<file path="src/rtl/slm_pkg.sv">
`timescale 1ns / 1ps
// ----------------------------------------------------------------------------
// slm_pkg
// Types and constants shared by the supply level monitor files.
// ----------------------------------------------------------------------------
package slm_pkg;

    typedef logic [2:0]  t_level;
    typedef logic [15:0] t_mv;
    typedef logic [11:0] t_margin;

    localparam t_level LVL_UNKNOWN = 3'd0;
    localparam t_level LVL_NORMAL  = 3'd1;
    localparam t_level LVL_OWE     = 3'd2;
    localparam t_level LVL_LOW     = 3'd3;
    localparam t_level LVL_CUT     = 3'd4;

    // APB register map, index = paddr[4:2]
    localparam int unsigned ADDR_W = 5;
    localparam int unsigned DATA_W = 32;

    localparam logic [2:0] REG_OWE   = 3'd0;
    localparam logic [2:0] REG_LOW   = 3'd1;
    localparam logic [2:0] REG_CUT   = 3'd2;
    localparam logic [2:0] REG_HYS   = 3'd3;
    localparam logic [2:0] REG_START = 3'd4;

    localparam t_mv     RST_OWE   = 16'd3300;
    localparam t_mv     RST_LOW   = 16'd3000;
    localparam t_mv     RST_CUT   = 16'd2700;
    localparam t_margin RST_HYS   = 12'd50;
    localparam t_mv     RST_START = 16'd3000;

endpackage

</file>
<file path="src/rtl/slm_stream_if.sv">
`timescale 1ns / 1ps
// ----------------------------------------------------------------------------
// slm_stream_if
// Valid/ready channels for supply samples and level results.
// ----------------------------------------------------------------------------
interface slm_sample_if;
    logic            valid;
    logic            ready;
    slm_pkg::t_mv    sample_mv;
    logic            link_busy;

    modport source (output valid, output sample_mv, output link_busy, input ready);
    modport sink   (input valid, input sample_mv, input link_busy, output ready);
endinterface

interface slm_result_if;
    logic            valid;
    logic            ready;
    slm_pkg::t_level level;
    logic            changed;
    slm_pkg::t_level from_level;
    logic            power_off_event;
    logic            power_on_event;

    modport source (output valid, output level, output changed, output from_level,
                    output power_off_event, output power_on_event, input ready);
    modport sink   (input valid, input level, input changed, input from_level,
                    input power_off_event, input power_on_event, output ready);
endinterface

</file>
<file path="src/rtl/supply_level_monitor_hysteresis.sv">
`timescale 1ns / 1ps
// ----------------------------------------------------------------------------
// supply_level_monitor_hysteresis
// Sorts supply samples into normal/owe/low/cut levels with hysteresis,
// busy suppression and repeat-to-commit filtering.
// ----------------------------------------------------------------------------
// Usage:
//   i_sample carries one supply sample (mV) and a link-busy flag per transfer.
//   o_result returns exactly one result per sample: committed level, change
//   flag, previous level and power off/on events.
//   Thresholds and margin sit behind an APB port (owe 0x00, low 0x04,
//   cut 0x08, margin 0x0C, start 0x10); write them only while idle.
// Flow: a sample lands in the input register on transfer, is classified and
//   committed into the result register once it is empty or being taken, and
//   is presented from then on. Throughput: one sample per cycle while results
//   are taken, set by the single classify-and-commit stage between registers.
// Stall: while the result is not taken, the input register still fills once,
//   then i_sample.ready drops until the result transfers.
// Reset: level returns to unknown, the repeat counter clears and the
//   registers take their default thresholds.
// ----------------------------------------------------------------------------
module supply_level_monitor_hysteresis (
    input  logic                          i_clk,
    input  logic                          i_rst_n,
    slm_sample_if.sink                    i_sample,
    slm_result_if.source                  o_result,
    input  logic                          psel,
    input  logic                          penable,
    input  logic                          pwrite,
    input  logic [slm_pkg::ADDR_W-1:0]    paddr,
    input  logic [slm_pkg::DATA_W-1:0]    pwdata,
    output logic [slm_pkg::DATA_W-1:0]    prdata,
    output logic                          pready
);

    // ---------------- configuration ----------------
    slm_pkg::t_mv     r_owe, r_low, r_cut, r_start;
    slm_pkg::t_margin r_hys;
    logic [2:0]       w_idx;
    logic             w_wr;

    assign pready = 1'b1;
    assign w_idx  = paddr[4:2];
    assign w_wr   = psel && penable && pwrite && pready;

    always_ff @(posedge i_clk) begin
        if (!i_rst_n) begin
            r_owe   <= slm_pkg::RST_OWE;
            r_low   <= slm_pkg::RST_LOW;
            r_cut   <= slm_pkg::RST_CUT;
            r_hys   <= slm_pkg::RST_HYS;
            r_start <= slm_pkg::RST_START;
        end else if (w_wr) begin
            unique case (w_idx)
                slm_pkg::REG_OWE:   r_owe   <= pwdata[15:0];
                slm_pkg::REG_LOW:   r_low   <= pwdata[15:0];
                slm_pkg::REG_CUT:   r_cut   <= pwdata[15:0];
                slm_pkg::REG_HYS:   r_hys   <= pwdata[11:0];
                slm_pkg::REG_START: r_start <= pwdata[15:0];
                default: ;
            endcase
        end
    end

    always_comb begin
        unique case (w_idx)
            slm_pkg::REG_OWE:   prdata = {16'd0, r_owe};
            slm_pkg::REG_LOW:   prdata = {16'd0, r_low};
            slm_pkg::REG_CUT:   prdata = {16'd0, r_cut};
            slm_pkg::REG_HYS:   prdata = {20'd0, r_hys};
            slm_pkg::REG_START: prdata = {16'd0, r_start};
            default:            prdata = '0;
        endcase
    end

    // ---------------- pipeline control ----------------
    logic             r_in_vld, r_out_vld;
    slm_pkg::t_mv     r_in_smp;
    logic             r_in_busy;
    logic             w_adv;

    assign w_adv          = r_in_vld && (!r_out_vld || o_result.ready);
    assign i_sample.ready = !r_in_vld || w_adv;

    always_ff @(posedge i_clk) begin
        if (!i_rst_n) begin
            r_in_vld <= 1'b0;
        end else if (i_sample.ready) begin
            r_in_vld <= i_sample.valid;
        end
    end

    always_ff @(posedge i_clk) begin
        if (i_sample.ready && i_sample.valid) begin
            r_in_smp  <= i_sample.sample_mv;
            r_in_busy <= i_sample.link_busy;
        end
    end

    // ---------------- classification ----------------
    // 18-bit signed so threshold +/- margin never wraps
    logic signed [17:0] w_s, w_own, w_lowt, w_cutt, w_m;

    assign w_s    = $signed({2'b00, r_in_smp});
    assign w_own  = $signed({2'b00, r_owe});
    assign w_lowt = $signed({2'b00, r_low});
    assign w_cutt = $signed({2'b00, r_cut});
    assign w_m    = $signed({6'd0, r_hys});

    slm_pkg::t_level r_cur, r_cand;
    logic [1:0]      r_cnt;

    slm_pkg::t_level w_direct, w_target;

    always_comb begin
        priority if (w_s > w_own)  w_direct = slm_pkg::LVL_NORMAL;
        else if (w_s > w_lowt)     w_direct = slm_pkg::LVL_OWE;
        else if (w_s > w_cutt)     w_direct = slm_pkg::LVL_LOW;
        else                       w_direct = slm_pkg::LVL_CUT;
    end

    always_comb begin
        w_target = r_cur;
        unique case (r_cur)
            slm_pkg::LVL_NORMAL: begin
                priority if (w_s <= w_own - w_m && w_s > w_lowt)
                    w_target = r_in_busy ? r_cur : slm_pkg::LVL_OWE;
                else if (w_s <= w_lowt && w_s > w_cutt)
                    w_target = r_in_busy ? r_cur : slm_pkg::LVL_LOW;
                else if (w_s <= w_cutt)
                    w_target = slm_pkg::LVL_CUT;
                else
                    w_target = r_cur;
            end
            slm_pkg::LVL_OWE: begin
                priority if (w_s > w_own + w_m)
                    w_target = slm_pkg::LVL_NORMAL;
                else if (w_s <= w_lowt - w_m && w_s > w_cutt)
                    w_target = r_in_busy ? r_cur : slm_pkg::LVL_LOW;
                else if (w_s <= w_cutt)
                    w_target = slm_pkg::LVL_CUT;
                else
                    w_target = r_cur;
            end
            slm_pkg::LVL_LOW: begin
                priority if (w_s > w_own)       w_target = slm_pkg::LVL_NORMAL;
                else if (w_s > w_lowt + w_m)    w_target = slm_pkg::LVL_OWE;
                else if (w_s <= w_cutt - w_m)   w_target = slm_pkg::LVL_CUT;
                else                            w_target = r_cur;
            end
            slm_pkg::LVL_CUT: begin
                priority if (w_s > w_own)       w_target = slm_pkg::LVL_NORMAL;
                else if (w_s > w_lowt)          w_target = slm_pkg::LVL_OWE;
                else if (w_s > w_cutt + w_m)    w_target = slm_pkg::LVL_LOW;
                else                            w_target = r_cur;
            end
            default: w_target = r_cur;
        endcase
    end

    // ---------------- commit ----------------
    slm_pkg::t_level n_cur, n_cand;
    logic [1:0]      n_cnt;
    logic            n_chg;
    logic [1:0]      w_need;

    // normal->owe and owe->low need two samples in a row
    assign w_need = ((r_cur == slm_pkg::LVL_NORMAL && w_target == slm_pkg::LVL_OWE) ||
                     (r_cur == slm_pkg::LVL_OWE && w_target == slm_pkg::LVL_LOW))
                    ? 2'd2 : 2'd1;

    always_comb begin
        n_cur  = r_cur;
        n_cand = r_cand;
        n_cnt  = r_cnt;
        n_chg  = 1'b0;
        if (r_cur == slm_pkg::LVL_UNKNOWN) begin
            if (r_in_smp >= r_start) begin
                n_cur  = w_direct;
                n_cand = w_direct;
                n_cnt  = 2'd0;
                n_chg  = 1'b1;
            end
        end else if (w_target != r_cur) begin
            if (w_target == r_cand) begin
                n_cnt = (r_cnt == 2'd3) ? r_cnt : r_cnt + 2'd1;
            end else begin
                n_cand = w_target;
                n_cnt  = 2'd1;
            end
            if (n_cnt >= w_need) begin
                n_cnt  = 2'd0;
                n_cur  = w_target;
                n_cand = w_target;
                n_chg  = 1'b1;
            end
        end else begin
            n_cnt = 2'd0;
        end
    end

    always_ff @(posedge i_clk) begin
        if (!i_rst_n) begin
            r_cur  <= slm_pkg::LVL_UNKNOWN;
            r_cand <= slm_pkg::LVL_UNKNOWN;
            r_cnt  <= 2'd0;
        end else if (w_adv) begin
            r_cur  <= n_cur;
            r_cand <= n_cand;
            r_cnt  <= n_cnt;
        end
    end

    // ---------------- result register ----------------
    slm_pkg::t_level r_o_level, r_o_from;
    logic            r_o_chg, r_o_off, r_o_on;

    always_ff @(posedge i_clk) begin
        if (!i_rst_n) begin
            r_out_vld <= 1'b0;
        end else if (w_adv) begin
            r_out_vld <= 1'b1;
        end else if (o_result.ready) begin
            r_out_vld <= 1'b0;
        end
    end

    always_ff @(posedge i_clk) begin
        if (w_adv) begin
            r_o_level <= n_cur;
            r_o_from  <= r_cur;
            r_o_chg   <= n_chg;
            r_o_off   <= n_chg && (n_cur == slm_pkg::LVL_CUT) &&
                         (r_cur != slm_pkg::LVL_UNKNOWN);
            r_o_on    <= n_chg && (r_cur == slm_pkg::LVL_CUT);
        end
    end

    assign o_result.valid           = r_out_vld;
    assign o_result.level           = r_o_level;
    assign o_result.changed         = r_o_chg;
    assign o_result.from_level      = r_o_from;
    assign o_result.power_off_event = r_o_off;
    assign o_result.power_on_event  = r_o_on;

    // ---------------- assertions ----------------
    a_level_tracks_state: assert property (@(posedge i_clk) disable iff (!i_rst_n)
        r_out_vld |-> (r_o_level == r_cur))
        else $error("pending result level differs from committed level");

    a_unknown_no_count: assert property (@(posedge i_clk) disable iff (!i_rst_n)
        (r_cur == slm_pkg::LVL_UNKNOWN) |-> (r_cnt == 2'd0))
        else $error("repeat counter nonzero while level unknown");

    a_events_need_change: assert property (@(posedge i_clk) disable iff (!i_rst_n)
        (r_out_vld && (r_o_off || r_o_on)) |-> (r_o_chg && !(r_o_off && r_o_on)))
        else $error("power event without a single committed change");

    a_change_moves_level: assert property (@(posedge i_clk) disable iff (!i_rst_n)
        (r_out_vld && r_o_chg) |-> (r_o_level != r_o_from))
        else $error("change flagged but level unchanged");

endmodule

</file>
<file path="src/flat_wrapper.sv">
// flat-port wrapper written by rule: the top's interface ports become plain ports
module supply_level_monitor_hysteresis_flat 
  (i_clk, i_rst_n, psel, penable, pwrite, paddr, pwdata, prdata, pready, i_sample_valid, i_sample_sample_mv, i_sample_link_busy, i_sample_ready, o_result_valid, o_result_level, o_result_changed, o_result_from_level, o_result_power_off_event, o_result_power_on_event, o_result_ready);
  slm_sample_if i_sample_i ();
  slm_result_if o_result_i ();
  input  logic i_clk;
  input  logic i_rst_n;
  input  logic psel;
  input  logic penable;
  input  logic pwrite;
  input  logic [slm_pkg::ADDR_W-1:0] paddr;
  input  logic [slm_pkg::DATA_W-1:0] pwdata;
  output logic [slm_pkg::DATA_W-1:0] prdata;
  output logic pready;
  input wire logic [$bits(i_sample_i.valid)-1:0] i_sample_valid;
  input wire logic [$bits(i_sample_i.sample_mv)-1:0] i_sample_sample_mv;
  input wire logic [$bits(i_sample_i.link_busy)-1:0] i_sample_link_busy;
  output wire logic [$bits(i_sample_i.ready)-1:0] i_sample_ready;
  output wire logic [$bits(o_result_i.valid)-1:0] o_result_valid;
  output wire logic [$bits(o_result_i.level)-1:0] o_result_level;
  output wire logic [$bits(o_result_i.changed)-1:0] o_result_changed;
  output wire logic [$bits(o_result_i.from_level)-1:0] o_result_from_level;
  output wire logic [$bits(o_result_i.power_off_event)-1:0] o_result_power_off_event;
  output wire logic [$bits(o_result_i.power_on_event)-1:0] o_result_power_on_event;
  input wire logic [$bits(o_result_i.ready)-1:0] o_result_ready;
  assign i_sample_i.valid = i_sample_valid;
  assign i_sample_i.sample_mv = i_sample_sample_mv;
  assign i_sample_i.link_busy = i_sample_link_busy;
  assign i_sample_ready = i_sample_i.ready;
  assign o_result_valid = o_result_i.valid;
  assign o_result_level = o_result_i.level;
  assign o_result_changed = o_result_i.changed;
  assign o_result_from_level = o_result_i.from_level;
  assign o_result_power_off_event = o_result_i.power_off_event;
  assign o_result_power_on_event = o_result_i.power_on_event;
  assign o_result_i.ready = o_result_ready;
  supply_level_monitor_hysteresis u_core (.i_clk(i_clk), .i_rst_n(i_rst_n), .i_sample(i_sample_i), .o_result(o_result_i), .psel(psel), .penable(penable), .pwrite(pwrite), .paddr(paddr), .pwdata(pwdata), .prdata(prdata), .pready(pready));
endmodule
</file>
<file path="config.mk">
export PLATFORM = sky130hd
export DESIGN_NAME = supply_level_monitor_hysteresis_flat
export DESIGN_NICKNAME = d
export VERILOG_FILES = /design/src/rtl/slm_pkg.sv /design/src/rtl/slm_stream_if.sv /design/src/rtl/supply_level_monitor_hysteresis.sv /design/src/flat_wrapper.sv
export SDC_FILE = /design/constraint.sdc
export NUM_CORES = 1
export LEC_CHECK = 0
export ABC_AREA = 0
export BUFFER_PORTS_ARGS = -buffer_cell sky130_fd_sc_hd__buf_2
export CAP_MARGIN = 20
export CORE_MARGIN = 5
export CORE_UTILIZATION = 55
export CTS_BUF_LIST = sky130_fd_sc_hd__clkbuf_4 sky130_fd_sc_hd__clkbuf_8
export DETAILED_ROUTE_END_ITERATION = 10
export HOLD_SLACK_MARGIN = 0.02
export PLACE_DENSITY_LB_ADDON = 0.2
export SETUP_SLACK_MARGIN = 0.4
export SYNTH_ARGS = -nofsm -noshare
export SYNTH_HDL_FRONTEND = slang
export SYNTH_SLANG_ARGS = --single-unit
</file>
<file path="constraint.sdc">
create_clock -name i_clk -period 7.65 [get_ports i_clk]
set_clock_uncertainty 0.15 [all_clocks]
set_input_delay 0.3825 -clock i_clk [delete_from_list [all_inputs] [get_ports i_clk]]
set_output_delay 0.3825 -clock i_clk [all_outputs]
set_load 0.005 [all_outputs]
</file>
==> results of run 1 <==
## registers in the layout (all words and copies together), names as in the netlist, 2 cells and up
name	count
u_core.r_cur	3
u_core.r_cand	3
u_core.r_cut	16
u_core.r_cnt	2
u_core.o_result.from_level	3
u_core.r_in_smp	16
u_core.r_owe	16
u_core.o_result.level	3
u_core.r_start	16
u_core.r_hys	12
u_core.r_low	16
## cell families after synthesis
group	after synthesis
flip-flops	112
multiplexers	9
other	2
adder cells (fa/ha/maj)	240
buffers and inverters	226
AO/OA/AOI/OAI	460
AND/OR/NAND/NOR	507
XOR/XNOR	71
## cell type report
type	instances	share of cell area, %
Clock buffer	9	0.919
Clock inverter	7	0.557
Inverter	142	3.96
Multi-Input combinational cell	1304	68.7
Sequential cell	112	18.6
Tap cell	285	2.65
Timing Repair Buffer	101	4.66
## cells in the mapped netlist (33+ instances only)
cell      count  share of area (%)
o21ai_0      81                3.2
a21oi_1     162                6.5
clkbuf_1     52                1.6
nand2_1     221                6.6
ha_1        234                 23
inv_1       140                4.2
o211ai_1     42                2.5
dfxtp_1      86                 14
nand4_1      33                1.6
xnor2_1      61                4.3
nand3_1      38                1.5
nor2_1       87                2.6
## worst min path at each step
stage | end | slack [ps] | cells past startpoint
floorplan | u_core.o_result.from_level[0] | 260 | 0
global placement | u_core.r_start[10] | 310 | 2
detailed placement | u_core.r_start[6] | 320 | 2
CTS | u_core.r_in_vld | 20 | 3
global route | u_core.r_in_vld | 60 | 3
finish | u_core.r_in_vld | 30 | 3
## timing repair
| item | 4_1_cts | 5_1_grt |
|---|---|---|
| gates resized for setup | 0 | 29 |
| buffers inserted | 0 | 3 |
| hold endpoints to repair | 17 | 0 |
| setup endpoints to repair | 0 | 14 |
| hold buffers | 17 | 0 |
## metrics by stage
| stage | cells | cell area [um2] | hold WS, ps |
|---|---|---|---|
| after floorplan | 1642 | 12600 | 256 |
| after global placement | 1923 | 13000 | 311 |
| after detailed placement | 1924 | 13000 | 316 |
| after CTS | 1957 | 13400 | 23.6 |
| after global routing | 1960 | 13500 | 59.8 |
| final | 1960 | 13500 | 27.5 |
## power by group through the flow
stage	sequential (mW)	clock [mW]	combinational (mW)
global placement	0.669	0	0.313
global route	0.659	0.408	0.384
CTS	0.656	0.386	0.330
detailed placement	0.669	0	0.321
floorplan	0.652	0	0.234
finish	0.658	0.382	0.342
## worst max-delay path, delay by kind of cell (launching register included)
kind / cells / cell delay (ps)
compound gates: 19 / 3630
xor+xnor: 1 / 230
fa+ha+maj: 3 / 830
buf+inv: 3 / 360
flops: 1 / 370
simple gates: 7 / 1160
## per-layer routing
layer | share of wire (%) | vias to the layer above | routed length (um) | track usage, %
met1 | 43 | 5655 | 16800 | 39.6
met3 | 7.8 | 63 | 3030 | 3.42
met2 | 46 | 500 | 18100 | 50.0
li1 | - | 5885 | - | -
met5 | 0 | - | 0 | 0
met4 | 2.9 | 0 | 1130 | 9.27
==> results_dict.tcl, run 1 <==
set metrics [dict create \
    synth_ff_type "dfxtp_1" \
    cpPeakStageDelay_ps 370 \
    cts_buffers 9 \
    fillCellCount 2083 \
    grt_pass1_vias 11665 \
    port_buffers 69 \
    cts-htree-levels 3 \
    cap_violations 0 \
    nets 1971 \
    grt_overflow 0 \
    ff2ff_setup_slack_ps 830 \
    dieArea_um2 25900 \
    hold_viol 0 \
    die_w_um 161 \
    power.internal_mw 0.892 \
    multi_input_area_um2 9250 \
    drt_iter0_drc 1023 \
    n_antenna_cell 0 \
    fin_util_pct 59.7 \
    vias 12103 \
    worst_setup_path_start_kind "flop" \
    synth.mux.area_fraction_pct 0.728 \
    yosys.area_share.adder_pct 24.3 \
    max_slew_margin_pct 27.4 \
    fp-row-count 55 \
    syn_avg_cell_area_um2 7.71 \
    synth_compound_area_share_pct 23.6 \
    die_y_um 161 \
    worst_pin_slew_ps 1090 \
    finalSetupTns_ps 0 \
    syn_to_final_growth_pct 7.35 \
    slew_violations 0 \
    yosys.cell_types.count 82 \
    grt_max_degree 52 \
    rr_worst_depth 33 \
    cts_root_buf "clkbuf_8" \
    endpoint_kind "flop" \
    grt_pass1_wl_um 61500 \
    worstPathRequired_ps 7840 \
    clock_latency_ps 420 \
    synth_xor_xnor_area_share_pct 4.95 \
    grt_use_total_pct 29.5 \
    drt_pass1_iterations 5 \
    grt_antenna_before_repair 0 \
    vias_per_cell 6.18 \
    layout.area.seq_um2 2500 \
    p_clk_share_pct 27.6 \
    synthArstFlopShare_pct 0 \
    leakage_nw 5.83 \
    power.share.combinational_pct 24.7 \
    numClockSinks 112 \
    timing.rr.end "u_core.r_cnt[1]" \
    endpoint "u_core.r_cnt[1]" \
    clk_pin_slew_ps 130 \
    clk_path_buf_depth 2 \
    coreArea_um2 22600 \
    rsz0062_at_grt "false" \
    io_pins 105 \
    wire_per_inst_um 19.9 \
    routed_wirelength_um 39000 \
    drive_above_1_share_pct 8.06 \
    status "finished clean" \
    ir_drop_uv 92.2 \
    yosysSeqAreaShare_pct 19.9 \
    switching_share_pct 35.4 \
    pwr-share-seq_pct 47.6 \
    most-common-layout-cells "ha_1, nand2_1, a21oi_1, inv_1, nor2_1" \
    worstSetupPathType "flop to flop" \
    ant_nets 0 \
    fmax_mhz 147 \
    hold_path_startpoint "i_sample_valid" \
    hpwl_um 30800 \
    syn_inst 1627 \
    start_util_pct 55.6 \
    power_mw 1.38 \
    cp_max_fo 4 \
    post-route-period-util_pct 89.1 \
    synth_edf_count 26 \
    synthesis.area_um2 12600 \
    cpMaxStageDelayCell "dfxtp_1" \
    post-route-min-period_ps 6820 \
    cts_tree "built" \
    place_ws_ps 600 \
    mostFrequentLayoutCell "ha_1" \
    crit_arrival_ps 7010 \
    synth_top_family_by_area "adder cells" \
    switchingPower_mw 0.489 \
    gp_congestion 0.957 \
    holdCritPathClass "input pin to flop" \
    ys_seq_elements 112 \
    setup_viol 0 \
    drc 0 \
    synth_simple_gate_area_share_pct 19.0 \
    yosysWarningCount 0 \
    critPathLaunch "u_core.r_hys[1]" \
    setup_ws_ps 835 \
    powerDensity_nw_per_um2 102 \
    r2r_start "u_core.r_hys[1]" \
]
Power figures use the tool's default switching activity.
==> run 2: changes to the inputs <==
Settings changed: GPL_ROUTABILITY_DRIVEN set to 0, HOLD_SLACK_MARGIN 0.02 to not set, PLACE_DENSITY_LB_ADDON 0.2 to 0.08.
==> run 2 against run 1 <==
- register-to-register slack better by 60 ps
- wire length down 2.8%
- sequential power about the same
- fmax up 0.87%
- sequential share of layout area up 0.10 points
- die area unchanged
- critical path type unchanged
==> results_dict.tcl, run 2 (synthesis gave the netlist of run 1 again) <==
set metrics [dict create \
    status "finished clean" \
    nets 1968 \
    grt_max_degree 52 \
    switching_share_pct 34.4 \
    die_y_um 161 \
    dp.cells 1923 \
    fmax_mhz 148 \
    power.internal_mw 0.895 \
    grt_overflow 0 \
    drt_iter0_drc 1093 \
    finalInstanceArea_um2 13400 \
    pwr-share-seq_pct 48.2 \
    cap_violations 0 \
    leakage_nw 5.82 \
    powerDensity_nw_per_um2 102 \
    vias 11886 \
    cpPeakStageDelay_ps 380 \
    n_antenna_cell 0 \
    dieArea_um2 25900 \
    fin_cells 1957 \
    holdWs_ps 64.9 \
    worst_pin_slew_ps 1110 \
    worst_setup_path_start_kind "flop" \
    die_w_um 161 \
    holdCritPathClass "input pin to flop" \
    routed_wirelength_um 37900 \
    post-cts-setup-buffers 0 \
    cts_tree "built" \
    power_mw 1.36 \
    worstPathRequired_ps 7830 \
    drc 0 \
    grt_use_total_pct 28.6 \
    port_buffers 69 \
    syn_to_final_growth_pct 6.87 \
    finalSetupTns_ps 0 \
    mostFrequentLayoutCell "ha_1" \
    clk_pin_slew_ps 120 \
    p_clk_share_pct 27.4 \
    numClockSinks 112 \
    grt_pass1_vias 11438 \
    post-route-min-period_ps 6760 \
    hpwl_um 30500 \
    cp_max_fo 5 \
    hold_viol 0 \
    post-route-period-util_pct 88.3 \
    switchingPower_mw 0.469 \
    grt_antenna_before_repair 0 \
    io_pins 105 \
    ant_nets 0 \
    ir_drop_uv 78.0 \
    fp-row-count 55 \
    setup_viol 0 \
    crit_arrival_ps 6930 \
    placed_area_um2 13000 \
    clock_latency_ps 400 \
    cts_buffers 9 \
    slew_violations 0 \
    cpMaxStageDelayCell "a2111oi_2" \
    wire_per_inst_um 19.4 \
    worstSetupPathType "flop to flop" \
    coreArea_um2 22600 \
    start_util_pct 55.6 \
    grt_pass1_wl_um 59500 \
    fillCellCount 2126 \
    timing.critical_path.mode_cell "a21oi_1" \
    drive_above_1_share_pct 7.60 \
    endpoint_kind "flop" \
    power.share.combinational_pct 24.3 \
    most-common-layout-cells "ha_1, nand2_1, a21oi_1, inv_1, nor2_1" \
    rsz0062_at_grt "false" \
    cts_root_buf "clkbuf_8" \
    max_slew_margin_pct 26.1 \
    cts-htree-levels 3 \
    vias_per_cell 6.07 \
    clk_path_buf_depth 2 \
    drt_pass1_iterations 5 \
]
-- run 2: power groups by stage --
stage / combinational [mW] / sequential, mW / clock (mW)
after global routing: 0.372 / 0.659 / 0.408
after detailed placement: 0.319 / 0.670 / 0
after floorplan: 0.234 / 0.652 / 0
after global placement: 0.311 / 0.669 / 0
after CTS: 0.328 / 0.656 / 0.384
final: 0.332 / 0.658 / 0.374
-- run 2: stage by stage --
step | setup WS [ps] | utilization (%)
after floorplan | 1310 | -
after global routing | 411 | 59.4
after detailed placement | 755 | 57.6
final | 894 | 59.4
after CTS | 744 | 59.3
after global placement | 835 | 57.6
-- run 2: critical path: cells and delay by family, from the launching register on --
kind | cells | cell delay (ps)
xor gates and xnor gates | 1 | 190
adders and majority gates | 3 | 820
buffers and inverters | 2 | 180
AOI/OAI and AO/OA | 17 | 3530
and+or+nand+nor | 9 | 1460
DFF | 1 | 360
-- run 2: path summary, 6_finish.rpt --
path / from / to / slack, ps / cells after the start
worst min register to register: u_core.r_cand[1] / u_core.r_cand[1] / 330 / 2
worst max register to register: u_core.r_hys[1] / u_core.r_cnt[1] / 890 / 32
worst max-delay path: u_core.r_hys[1] / u_core.r_cnt[1] / 890 / 32
worst min-delay path: i_sample_valid / u_core.r_in_vld / 60 / 3
-- run 2: cell type report --
class	instances	area, um2	area share [%]
Clock buffer	10	138	1.03
Clock inverter	6	62.6	0.466
Inverter	142	533	3.97
Multi-Input combinational cell	1304	9210	68.7
Sequential cell	112	2510	18.7
Tap cell	285	357	2.66
Timing Repair Buffer	98	606	4.51
-- run 2: timing repair --
item / in CTS / in global routing
hold endpoints to repair: 17 / 0
hold buffers: 17 / 0
endpoints found under the setup margin: 0 / 6
resized for setup: 0 / 13
-- run 2: layer usage --
| layer | share of wire [%] | global-route usage (%) |
|---|---|---|
| met3 | 6.5 | 4.03 |
| met4 | 2.9 | 9.42 |
| met5 | 0 | 0 |
| met2 | 46 | 47.8 |
| met1 | 45 | 38.3 |
==> run 3: changes to the inputs <==
Settings changed: CTS_BUF_LIST sky130_fd_sc_hd__clkbuf_4 sky130_fd_sc_hd__clkbuf_8 to not set.
Clock period 7.65 ns to 5.65 ns, I/O delays scaled along.
==> run 3 against run 2 <==
- the run now ends with negative setup slack left
- highest routed layer unchanged
- largest cell class unchanged
- global-route usage is 4.9 points higher
- critical path depth stayed put
- utilization is 11 points higher
- power is 55% higher
- first-iteration DRC count is 11% higher
==> results_dict.tcl, run 3 (synthesis gave the netlist of run 1 again) <==
set metrics [dict create \
    status "complete, but fails checks" \
    violations "negative setup slack" \
    wl_met2_um 20100 \
    post-route-period-util_pct 109 \
    cp_max_fo 4 \
    multi_input_area_um2 9890 \
    powerDensity_nw_per_um2 132 \
    hpwl_um 34900 \
    crit_arrival_ps 6330 \
    fp-row-count 55 \
    layout.area.seq_um2 2510 \
    syn_to_final_growth_pct 27.4 \
    leakage_nw 7.12 \
    setup_viol 14 \
    grt_pass1_wl_um 69200 \
    rr_worst_depth 32 \
    worstPathRequired_ps 5800 \
    slew_violations 0 \
    wl_met1_um 19000 \
    numClockSinks 112 \
    top_layer "met4" \
    grt_use_total_pct 33.5 \
    n_antenna_cell 0 \
    dp.cells 2112 \
    post-route-min-period_ps 6190 \
    coreArea_um2 22600 \
    cts_root_buf "clkbuf_16" \
    nets 2203 \
    start_util_pct 55.6 \
    fin_cells 2192 \
    wire_per_inst_um 20.3 \
    power_mw 2.12 \
    io_pins 105 \
    clock_latency_ps 370 \
    setup_ws_ps -536 \
    cts-htree-levels 3 \
    place_ws_ps -809 \
    hold_viol 0 \
    cts_tree "built" \
    clk_pin_slew_ps 90 \
    max_slew_margin_pct 25.9 \
    fmax_mhz 162 \
    drive_above_1_share_pct 25.0 \
    grt_max_degree 41 \
    met3_length_um 3750 \
    most-common-layout-cells "buf_4, ha_1, nand2_1, a21oi_1, inv_1" \
    die_y_um 161 \
    cpPeakStageDelay_ps 380 \
    cpMaxStageDelayCell "dfxtp_4" \
    ir_drop_uv 148 \
    cts_buffers 9 \
    fillCellCount 1837 \
    clk_path_buf_depth 2 \
    grt_antenna_before_repair 0 \
    placed_area_um2 14500 \
    dieArea_um2 25900 \
    drt_pass1_iterations 5 \
    worst_setup_path_start_kind "flop" \
    timing.critical_path.mode_cell "a21oi_2" \
    grt_overflow 0 \
    finalInstanceArea_um2 16000 \
    hold_depth 3 \
    holdCritPathClass "input pin to flop" \
    die_w_um 161 \
    ant_nets 0 \
    routed_wirelength_um 44600 \
    endpoint_kind "flop" \
    vias 13390 \
    drc 0 \
    worstSetupPathType "flop to flop" \
    drt_iter0_drc 1215 \
    vias_per_cell 6.11 \
    mostFrequentLayoutCell "buf_4" \
    rsz0062_at_grt "true" \
    cap_violations 0 \
    port_buffers 69 \
    worst_pin_slew_ps 1110 \
    grt_pass1_vias 13107 \
]
run 3: cell types whose count changed in the layout (fill, tap and decap cells not counted), sizes merged:
cell / previous run / this run
dlygate4sd3: 17 / 18
clkinv: 5 / 3
buf: 81 / 315
clkbuf: 10 / 9
clkinvlp: 0 / 1
inv: 143 / 145
run 3: power by group:
| part | internal, mW | total [mW] | switching [mW] |
|---|---|---|---|
| Clock | 0.318 | 0.664 | 0.346 |
| Combinational | 0.251 | 0.583 | 0.332 |
| Sequential | 0.841 | 0.869 | 0.0281 |
| Total | 1.41 | 2.12 | 0.706 |
run 3: repair_timing:
action                     in CTS  in global routing
setup endpoints to repair      14                 14
gates cloned                    0                  0
setup buffers                  33                 13
resized for setup             102                 57
pin swaps                     100                 73
hold buffers                   18                  0
hold endpoints to repair       18                  0
run 3: worst max-delay path, delay by kind of cell, from the launching register on:
kind | cells | cell delay (ps)
buffers and inverters | 3 | 360
adders and majority gates | 3 | 680
and+or+nand+nor | 8 | 1310
DFF | 1 | 380
muxes | 1 | 210
xor gates and xnor gates | 1 | 200
AOI/OAI and AO/OA | 16 | 2820
run 3: cell type report:
class	count	area share [%]
multi-input cells	1304	61.8
flip-flops and latches	112	15.7
repair buffers	333	15.0
inverters	142	3.36
well taps	285	2.23
clock buffers	9	1.41
clock inverters	7	0.485
run 3: layer usage:
metal	track usage [%]	vias to the layer above
met2	54.9	644
met4	13.8	0
li1	-	6337
met3	4.11	102
met5	0	-
met1	45.0	6307
run 3: final timing paths:
| kind | end | slack (ps) | from |
|---|---|---|---|
| max | u_core.r_cand[1] | -540 | u_core.r_hys[1] |
| min | u_core.r_low[12] | 30 | pwdata[12] |
| max reg2reg | u_core.r_cand[1] | -540 | u_core.r_hys[1] |
| min reg2reg | u_core.r_start[6] | 320 | u_core.r_start[6] |
run 3: metrics by stage:
step | hold WS [ps] | TNS (ps) | utilization [%]
3_3_place_gp | 309 | -6260 | 64.2
5_1_grt | 25.3 | -8770 | 70.9
3_5_place_dp | 311 | -8990 | 64.2
4_1_cts | 27.9 | -4690 | 69.3
2_1_floorplan | 231 | -76.4 | -
6_report | 31.4 | -5490 | 70.9
